===== src/design/rbae_pkg.sv =====
// Shared types, widths and constants for the range breakout ATR energy block.
`timescale 1ns / 1ps
package rbae_pkg;

    localparam int PRICE_W     = 32;
    localparam int MAX_LOOK    = 256;
    localparam int LOOK_AW     = 8;     // address bits of the high/low ring
    localparam int ATR_AW      = 6;     // address bits of the true range ring
    localparam int LOOK_CW     = 9;     // bar count 1..256
    localparam int ATR_CW      = 7;     // bar count 1..64
    localparam int SUM_W       = 38;    // true range sum over up to 64 bars
    localparam int DIV_W       = 54;    // divider dividend and quotient width
    localparam int ENERGY_W    = 32;
    localparam int ATR_W       = 40;
    localparam int ENERGY_FRAC = 16;
    localparam int ATR_FRAC    = 8;
    localparam int CFG_W       = 9;
    localparam int CFG_IDX_W   = 1;

    localparam logic [CFG_IDX_W-1:0] CFG_LOOKBACK = 1'b0;
    localparam logic [CFG_IDX_W-1:0] CFG_ATR_SPAN = 1'b1;

    localparam logic [8:0] LOOKBACK_RESET = 9'd50;
    localparam logic [5:0] ATR_SPAN_RESET = 6'd14;

    typedef enum logic [2:0] {
        ST_IDLE,
        ST_WALK,
        ST_MUL,
        ST_LAUNCH,
        ST_DIV_E,
        ST_DIV_A,
        ST_DONE
    } rbae_state_t;

    typedef struct packed {
        logic               start;
        logic [LOOK_CW-1:0] look_cnt;   // prior bars in the channel
        logic [ATR_CW-1:0]  atr_prior;  // prior true ranges in the sum
        logic               wr_en;      // store high/low, advance pointer
        logic               wr_tr;      // also store the true range
        logic [PRICE_W-1:0] bar_high;
        logic [PRICE_W-1:0] bar_low;
        logic [PRICE_W-1:0] true_range;
    } win_cmd_t;

    typedef struct packed {
        logic               done;
        logic [PRICE_W-1:0] chan_high;
        logic [PRICE_W-1:0] chan_low;
        logic [SUM_W-1:0]   tr_sum;
    } win_stat_t;

endpackage


===== src/design/rbae_divider.sv =====
// Restoring divider, one quotient bit per cycle.
`timescale 1ns / 1ps
module rbae_divider (
    input  logic                       aclk,
    input  logic                       aresetn,
    input  logic                       start,
    input  logic [rbae_pkg::DIV_W-1:0] dividend,
    input  logic [rbae_pkg::SUM_W-1:0] divisor,
    output logic [rbae_pkg::DIV_W-1:0] quotient,
    output logic                       done
);
    localparam int CNT_W = $clog2(rbae_pkg::DIV_W + 1);

    logic [rbae_pkg::DIV_W-1:0] dvd_reg;
    logic [rbae_pkg::SUM_W-1:0] dsr_reg;
    logic [rbae_pkg::SUM_W-1:0] rem_reg;
    logic [CNT_W-1:0]           cnt_reg;
    logic                       busy_reg;
    logic                       done_reg;
    logic [rbae_pkg::SUM_W:0]   rem_sh;
    logic                       ge;
    logic [rbae_pkg::SUM_W:0]   rem_sub;

    assign rem_sh  = {rem_reg, dvd_reg[rbae_pkg::DIV_W-1]};
    assign ge      = rem_sh >= {1'b0, dsr_reg};
    assign rem_sub = rem_sh - {1'b0, dsr_reg};

    always_ff @(posedge aclk) begin
        if (!aresetn) begin
            busy_reg <= 1'b0;
            done_reg <= 1'b0;
            cnt_reg  <= '0;
        end else begin
            done_reg <= 1'b0;
            if (start) begin
                dvd_reg  <= dividend;
                dsr_reg  <= divisor;
                rem_reg  <= '0;
                cnt_reg  <= CNT_W'(rbae_pkg::DIV_W);
                busy_reg <= 1'b1;
            end else if (busy_reg) begin
                rem_reg <= ge ? rem_sub[rbae_pkg::SUM_W-1:0] : rem_sh[rbae_pkg::SUM_W-1:0];
                dvd_reg <= {dvd_reg[rbae_pkg::DIV_W-2:0], ge};
                cnt_reg <= cnt_reg - 1'b1;
                if (cnt_reg == CNT_W'(1)) begin
                    busy_reg <= 1'b0;
                    done_reg <= 1'b1;
                end
            end
        end
    end

    assign quotient = dvd_reg;
    assign done     = done_reg;
endmodule


===== config.mk =====
export PLATFORM = sky130hd
export DESIGN_NAME = rbae_divider
export DESIGN_NICKNAME = d
export VERILOG_FILES = /design/src/design/rbae_pkg.sv /design/src/design/rbae_divider.sv
export SDC_FILE = /design/constraint.sdc
export NUM_CORES = 1
export LEC_CHECK = 0
export BUFFER_PORTS_ARGS = -buffer_cell sky130_fd_sc_hd__buf_2
export CAP_MARGIN = 20
export CORE_MARGIN = 5
export CORE_UTILIZATION = 51
export DETAILED_ROUTE_END_ITERATION = 12
export PLACE_DENSITY_LB_ADDON = 0.25
export REMOVE_ABC_BUFFERS = 1
export SYNTH_ARGS = -nofsm -noshare
export SYNTH_HDL_FRONTEND = slang
export SYNTH_SLANG_ARGS = --single-unit

===== constraint.sdc =====
create_clock -name aclk -period 3.8 [get_ports aclk]
set_input_delay 0.95 -clock aclk [delete_from_list [all_inputs] [get_ports aclk]]
set_output_delay 0.95 -clock aclk [all_outputs]
set_load 0.02 [all_outputs]

Word level (Yosys, flattened, before mapping)
Index checks and enable logic that the tools add are counted.

storage, ports and cells
  bits in registers = 138
  output and inout port bits = 55
  input port bits = 95
  logic and storage cells = 28

cells by class
  reductions and logical operators = 5
  $add $sub $neg = 2
  muxes and demuxes = 10
  equal/unequal tests = 1
  bitwise gates (word level) = 2
  $lt $le $gt $ge = 1

operators by type and width
  operator                                                               number
  54-bit two-way mux                                                     2
  38-bit two-way mux                                                     2
  39-bit by 38-bit >= comparator with 1-bit output                       1
  38-bit subtractor                                                      1
  6-bit two-way mux                                                      2
  6-bit by 1-bit equality test with 1-bit output, second input constant  1
  6-bit by 1-bit subtractor with 6-bit output, second input constant     1
  1-bit two-way mux                                                      4
  2-bit AND reduction                                                    2
  3-bit OR reduction                                                     1
  1-bit inverter                                                         2
  2-bit nonzero test                                                     1
  2-bit OR reduction                                                     1

Logic depth before layout (Yosys ltp)
Gate-level depths: netlist of run 1.

  depth after elaboration = 4
  depth in mapped cells = 14
  depth with buffers taken out = 13

Worst setup path after synthesis of run 1
No wires, ideal clock.

  kind = input port to flip-flop
  start = in start
  end = reg dvd_reg (netlist bit quotient[0]) (enable)
  path slack = 55 ps
  required time = 3342 ps
  setup time = 458 ps
  stages on the path = 2
  data arrival time = 3286 ps
  buffers on the path = 1
  path through = clkbuf_1 > o21a_1

on the way
  word-level cells in the longest chain between the ends = 2

RTL lines
  element                               RTL line            source
  start, declared                       rbae_divider.sv:6   input logic start,
  2-bit nonzero test (no source line)   --
  2-bit AND reduction (no source line)  --
  end signal, assigned                  rbae_divider.sv:36  dvd_reg <= dividend;
  end signal, assigned                  rbae_divider.sv:43  dvd_reg <= {dvd_reg[rbae_pkg::DIV_W-2:0], ge};
  end, declared                         rbae_divider.sv:14  logic [rbae_pkg::DIV_W-1:0] dvd_reg;

No other way between the ends.
A chain may end at the register's enable or synchronous reset.

Worst setup path after layout of run 1
  start = reg rem_reg[1] in the netlist's numbering
  end = reg rem_reg[14] in the netlist's numbering (data pin)

on the way
  word-level cells in the longest chain between the ends = 3
  elaborated cells between the ends (all ways) = 4
  those cells by class = add/sub (1); order compare (1); mux (2)

RTL lines
  element                                                                                RTL line                                source
  start, declared                                                                        rbae_divider.sv:16                      logic [rbae_pkg::SUM_W-1:0] rem_reg;
  start signal, assigned                                                                 rbae_divider.sv:42                      rem_reg <= ge ? rem_sub[rbae_pkg::SUM_W-1:0] : rem_sh[rbae_pkg::SUM_W-1:0];
  38-bit subtractor or 39-bit by 38-bit >= comparator with 1-bit output (tied branches)  rbae_divider.sv:26, rbae_divider.sv:25
  38-bit two-way mux *                                                                   rbae_divider.sv:42
  38-bit two-way mux *                                                                   rbae_divider.sv:41                      end else if (busy_reg) begin

Mark *: on every way between the ends. The rest lies on a longest branch, timed or not. The select of a mux whose other input is x is not followed.

==> results of run 1 <==
==> worst register-to-register path, stage by stage, from the launching register on <==
cell      delay [ps]
edfxtp_1         400
ha_1             390
nor2_1            70
a211o_1          320
a211oi_2         270
o211ai_1         180
a211o_1          330
a211o_1          500
nand2_8          430
mux2i_1          260
nor2_1            50
==> worst max path at each step <==
stage,from,end,cells after the start
after floorplan,aresetn,quotient[0],1
after global placement,rem_reg[0],rem_reg[3],10
after detailed placement,rem_reg[1],rem_reg[5],10
after CTS,rem_reg[1],rem_reg[5],10
after global routing,rem_reg[17],rem_reg[3],10
final,rem_reg[1],rem_reg[14],10
==> cell type report <==
cell class,count,share of cell area
clock buffers,24,0.0564
well taps,188,0.0252
clock inverters,8,0.00564
flip-flops and latches,138,0.436
inverters,48,0.0193
repair buffers,157,0.0894
multi-input cells,457,0.368
==> power groups by stage <==
| stage | Clock (W) | Combinational [W] | Sequential [W] |
|---|---|---|---|
| 2_1_floorplan | 0 | 0.000759 | 0.00195 |
| 3_3_place_gp | 0 | 0.00108 | 0.00191 |
| 3_5_place_dp | 0 | 0.00111 | 0.00191 |
| 4_1_cts | 0.00166 | 0.00111 | 0.00189 |
| 5_1_grt | 0.00173 | 0.00123 | 0.00190 |
| 6_report | 0.00162 | 0.00112 | 0.00189 |
==> synthesized netlist by cell type (all sizes together), types with 2 or more instances <==
library cell  number  share of area
a211o              4         0.0045
a211oi            11          0.017
a21boi             2         0.0019
a21o              20          0.019
a21oi             49          0.031
a31o               3         0.0034
a31oi              8         0.0064
and2               3         0.0024
and3               6         0.0048
buf               11          0.012
clkbuf            17         0.0082
dfxtp              8          0.020
edfxtp           130           0.50
ha                40          0.064
inv               48          0.023
mux2              55          0.079
mux2i             17          0.022
nand2             42          0.022
nand2b             7         0.0056
nand3             12         0.0077
nand3b             2         0.0019
nand4              8         0.0064
nor2              50          0.024
nor3               8         0.0051
nor4               2         0.0016
o211ai             4         0.0038
o21a              11          0.011
o21ai             21          0.013
o21bai             7         0.0067
o221ai             3         0.0042
o22ai              4         0.0032
o31ai              3         0.0035
or2                2         0.0016
or3                3         0.0024
or4                2         0.0019
xnor2             26          0.029
xor2              10          0.011
==> cell families (layout without fill, tap and decap cells) <==
kind of cell / after synthesis / after routing / synth area share
multiplexers: 72 / 72 / 0.101
AND/OR/NAND/NOR: 152 / 152 / 0.0933
AO/OA/AOI/OAI: 156 / 156 / 0.137
XOR/XNOR: 36 / 36 / 0.0403
flip-flops: 138 / 138 / 0.520
buffers and inverters: 76 / 237 / 0.0427
adder cells (fa/ha/maj): 41 / 41 / 0.0665
==> per-layer routing <==
metal  vias to the layer above  share of wire  GRT usage
met5                         -              0          0
met1                      2726           0.41      0.244
li1                       2786              -          -
met2                       233           0.47      0.337
met4                         0          0.020     0.0806
met3                        34          0.096     0.0829
==> metrics by stage <==
stage	util	instance area (µm²)	hold WS [ps]	instances
detailed placement	0.577	8740	540	988
CTS	0.615	9320	558	1020
floorplan	-	7670	508	643
global placement	0.577	8740	532	988
finish	0.615	9320	550	1020
global route	0.615	9320	600	1020
==> impl_results.md, run 1 <==
- Status: complete, no violations
- Place WS: about 360 ps
- Grt total ovfl: 0
- Cts bufs inserted: 17
- Slew Limit Fails: 0
- Critical path launch point type: register
- Via-per-instance ratio: between 5 and 6
- Antenna violations before repair: 0
- Hold Path Origin: cnt_reg[3]
- Critical path, cell by cell: ha_1 > nor2_1 > a211o_1 > a211oi_2 > o211ai_1 > a211o_1 > a211o_1 > nand2_8 > mux2i_1 > nor2_1
- FF-to-FF setup slack: 340 ps
- Core area: about 15,000 µm²
- Placer congestion estimate: ~0.9
- Hold Vio Cnt, Final: 0
- Register area share after synthesis: 0.520
- Crit Path Max Fanout: 50
- Cell count after synthesis: about 670
- Crit share post-route: 0.910
- Synth cell types: 58
- Final Worst Setup Slack: ~340 ps
- First-pass GRT wire length: 29.6 mm
- Layout net count: approximately 960
- Top_reg_cell synth: edfxtp_1
- Routed vias: approximately 5,800
- Layout cells sized above 1: 0.314
- Slew HR: 0.564
- Switching Share: 0.293
- Initial core utilization: 0.516
- CP max stage cell: a211o_1
- Worst R2R Path Depth: 10
- Multi-input logic area: between 3000 and 4000 µm²
- Family with the most delay on the worst path: compound AO/OA/AOI/OAI gates
- Sequential power share: 0.408
- CP bufs+invs: 0
- Hold Path Depth: 2
- Total internal power: about 0.0033 W
- Max-Cap Viols: 0
- Synthesis warning total: 0
- Post_cts resized: 0
- Post-Syn Area: roughly 7800 µm²
- Io pins: 150
- I/O Buffers: roughly 150
- PwrDens: 496 nW/µm²
- Clock root cell: clkbuf_16
- Worst path max stage delay: around 500 ps
- CP arrival: between 3000 and 4000 ps
- Reg-to-Reg End: rem_reg[14]
- Unrepaired setup endpoints after global routing: no
- Lkg Pwr: just under 4 nW
- Die area: between 15,000 and 20,000 µm²
- Worst EP required: between 3000 and 4000 ps
- Most common cell after layout, fill and taps aside: buf_2
- Clock Pin Slew Worst Setup and Hold Paths: 60 ps
- Die width: about 130 µm
- Total power: about 0.0046 W
- Fillers: 1,215
- CTS max path bufs: 2
- CTS tree: done
- Clock share of power: 0.351
- Syn_area_per_cell: between 10 and 15 µm²
- Number of DRC markers in iteration 0: between 400 and 500
- 1st-pass router iterations: 6
- Most numerous cell on the critical path: a211o_1
- Peak VDD IR: about 0.00037 V
- Post-route minimum period: approximately 3500 ps
- Tot GR Track Use: 0.206
- FP Rows: 45
- Antenna fix cells: 0
- R2r startpoint: rem_reg[1]
- Most frequent cells in the layout: buf_2, edfxtp_1, mux2_2, nor2_1, a21oi_1
- Count of final setup violators: 0
- Wire per inst: 17.7 µm
- Register area: roughly 4100 µm²
- Fmax: around 290 MHz
- Skew-Pair Late Insertion Delay: ~420 ps
- CTS Sinks: about 140
- H-tree Lvls: 4
- Setup Skew: about 14 ps
- HPWL after DPL: 12.9 mm
- Residual DRC: 0
- Post-DRT Antenna Nets: 0
- Yosys reg bits: between 100 and 150
- Hold Crit Endpoint: cnt_reg[3]
- CTS Hold Bufs: 0
- Comb power frac: 0.242
- Number of flip-flops under the largest register name: 54
- HP Class: reg2reg
- Largest net degree at the start of global routing: a little under 100
- Setup TNS: 0 ps
- P_sw: 0.00135 W
- CP Class: reg2reg
- CP Capture Type: register
- P&R area growth vs syn: 19.2%
- Asr flop ratio synth: 0
- Slew @ Worst Pin: approximately 650 ps
- Setup Fix Bufs, Post-CTS: 0
- Vias in the first global route: between 6,000 and 7,000
- Die Y: around 130 µm
- Total wire length: ~18 mm
- EDFF count, synth: between 100 and 150
Power figures use the tool's default switching activity.
==> inputs of run 2 (changes only) <==
ABC_AREA = 1   (was not set)
CORE_MARGIN = 1.5   (was 5)
CORE_UTILIZATION = 52   (was 51)
==> impl_results.md, run 2 <==
- Status: complete, no violations
- Final Worst Setup Slack: 842 ps
- Die Y: ~130 µm
- Most numerous cell in the Yosys netlist: nand2_1
- CP Capture Type: register
- CP arrival: roughly 3200 ps
- Worst EP required: 3990 ps
- Clock share of power: 0.336
- Post-Syn Area: about 8800 µm²
- Most numerous cell on the critical path: nand2_1
- Reg-to-Reg End: rem_reg[34]
- CP max stage cell: nand4_4
- Yosys reg bits: ~140
- CP Class: reg2reg
- Asr flop ratio synth: 0
- Peak VDD IR: about 0.00034 V
- Max-Cap Viols: 0
- Top cell type's share of synthesized area: 0.442
- Post-synth top cells: nand2_1, inv_1, edfxtp_1
- Critical path launch point type: register
- H-tree Lvls: 4
- CTS Sinks: ~140
- Die width: about 130 µm
- Largest net degree at the start of global routing: between 50 and 60
- Die area: ~18,000 µm²
- Hold Path Depth: 2
- Post-DRT Antenna Nets: 0
- CTS Hold Bufs: 0
- Synthesis warning total: 0
- Routed vias: about 7,800
- FP Rows: between 40 and 50
- Number of flip-flops under the largest register name: 54
- Clock Pin Slew Worst Setup and Hold Paths: 60 ps
- Cts bufs inserted: 17
- Most frequent cells in the layout: nand2_1, inv_1, buf_2, edfxtp_1, nor2_1
- Grt total ovfl: 0
- Layout net count: approximately 1,500
- Tot GR Track Use: 0.252
- Worst R2R Path Depth: 11
- Setup Fix Bufs, Post-CTS: 0
- Hold Vio Cnt, Final: 0
- Clock root cell: clkbuf_16
- Via-per-instance ratio: ~5.0
- Number of DRC markers in iteration 0: ~460
- P_sw: approximately 0.0017 W
- Slew HR: 0.493
- Initial core utilization: 0.533
- R2r startpoint: rem_reg[29]
- Setup TNS: 0 ps
- Worst path max stage delay: around 600 ps
- Residual DRC: 0
- Io pins: 150
- Crit Path Max Fanout: 53
- Fmax: approximately 340 MHz
- P&R area growth vs syn: 17.8%
- Total wire length: between 20 and 25 mm
- 1st-pass router iterations: 5
- Slew Limit Fails: 0
- HPWL after DPL: 16.2 mm
- FF-to-FF setup slack: between 800 and 900 ps
- Critical path, cell by cell: ha_1 > nand2_2 > inv_1 > a21oi_1 > nand2_1 > a21oi_2 > nand4_4 > nand2_1 > nand2_1 > nand2_1 > inv_1
- Most common cell after layout, fill and taps aside: nand2_1
- I/O Buffers: about 150
- Vias in the first global route: between 7,000 and 8,000
- Post-route minimum period: ~3000 ps
- Largest area contributor in the netlist: edfxtp_1
- EDFF count, synth: 130
- Setup Skew: between 9 and 10 ps
- CP Depth: 11
- Top_reg_cell synth: edfxtp_1
- Lkg Pwr: between 5 and 6 nW
- CP bufs+invs: 2
- Register area share after synthesis: 0.460
- Placer congestion estimate: between 0.9 and 1
- CTS max path bufs: 2
- Hold Crit Endpoint: quotient[22]
- Count of final setup violators: 0
- Dpl cells: around 1,500
- Post_cts resized: 0
- Switching Share: 0.330
- Total power: a little over 0.005 W
- HP Class: reg2reg
- Place WS: ~840 ps
- Top post-synthesis cells by area: edfxtp_1, nand2_1, inv_1
- Synth cell types: 39
- Skew-Pair Late Insertion Delay: about 420 ps
- Wire per inst: about 14 µm
- Sequential power share: 0.375
- Layout cells sized above 1: 0.156
- Syn_area_per_cell: 7.52 µm²
- Family with the most delay on the worst path: simple AND/OR/NAND/NOR gates
- Unrepaired setup endpoints after global routing: no
- Hold Path Origin: quotient[21]
- Total internal power: 0.00348 W
- PwrDens: between 400 and 500 nW/µm²
- CTS tree: done
- Antenna fix cells: 0
- Non-Filler Instances: between 1,500 and 2,000
- Antenna violations before repair: 0
- Cell count after synthesis: ~1,200
- Comb power frac: 0.288
- First-pass GRT wire length: about 36 mm
- Core area: between 15,000 and 20,000 µm²
- Placed Area: 9770 µm²
- Final instance area: about 10,000 µm²
- Slew @ Worst Pin: between 700 and 800 ps
- Crit share post-route: 0.778
run 2: cell types whose count changed after synthesis, moves of 24 or more:
cell     delta
nor2_1     +57
inv_1     +147
xnor2_1    -24
nand3_1    +33
mux2_2     -55
nand2_1   +426
run 2: tightest hold or removal path: cells and delay by family, from the launching register on:
| kind | cells | cell delay [ps] |
|---|---|---|
| flops | 1 | 340 |
| simple gates | 2 | 90 |
run 2: logic make-up after synthesis:
family,count (synthesis),synth area share
xor+xnor,21,0.0208
simple gates,659,0.301
fa+ha+maj,41,0.0589
buf+inv,221,0.100
compound gates,95,0.0585
flops,138,0.460
run 2: worst max path at each step:
stage / from / slack, ps / end
4_1_cts: rem_reg[29] / 840 / rem_reg[34]
3_3_place_gp: rem_reg[28] / 940 / rem_reg[36]
2_1_floorplan: aresetn / 340 / quotient[0]
6_report: rem_reg[29] / 840 / rem_reg[34]
5_1_grt: rem_reg[16] / 510 / rem_reg[37]
3_5_place_dp: rem_reg[29] / 840 / rem_reg[34]
run 2: final cells by class:
type                       count  area [µm²]
clock buffer                  26         566
clock inverter                 6        71.3
fill                        1504        6170
inverter                     195         732
multi-input combinational    816        3890
sequential                   138        4060
tap                          220         275
timing repair buffer         156         811
run 2: power by group through the flow:
stage                     Sequential (W)  Clock [W]  Combinational [W]
final                            0.00195    0.00175            0.00150
after global routing             0.00197    0.00182            0.00171
after CTS                        0.00195    0.00177            0.00150
after detailed placement         0.00198          0            0.00149
after global placement           0.00197          0            0.00147
after floorplan                  0.00203          0            0.00102
run 2: through the flow:
stage / utilization / hold slack (ps)
2_1_floorplan: - / 511
3_3_place_gp: 0.589 / 514
3_5_place_dp: 0.589 / 526
4_1_cts: 0.628 / 542
5_1_grt: 0.628 / 560
6_report: 0.628 / 539
run 2: routing by layer:
metal  vias up  global-route usage  part of all wire
li1       3976                   -                 -
met1      3542               0.319              0.45
met4         0               0.105             0.026
met5         -                   0                 0
met3        33              0.0601             0.064
met2       229               0.416              0.46
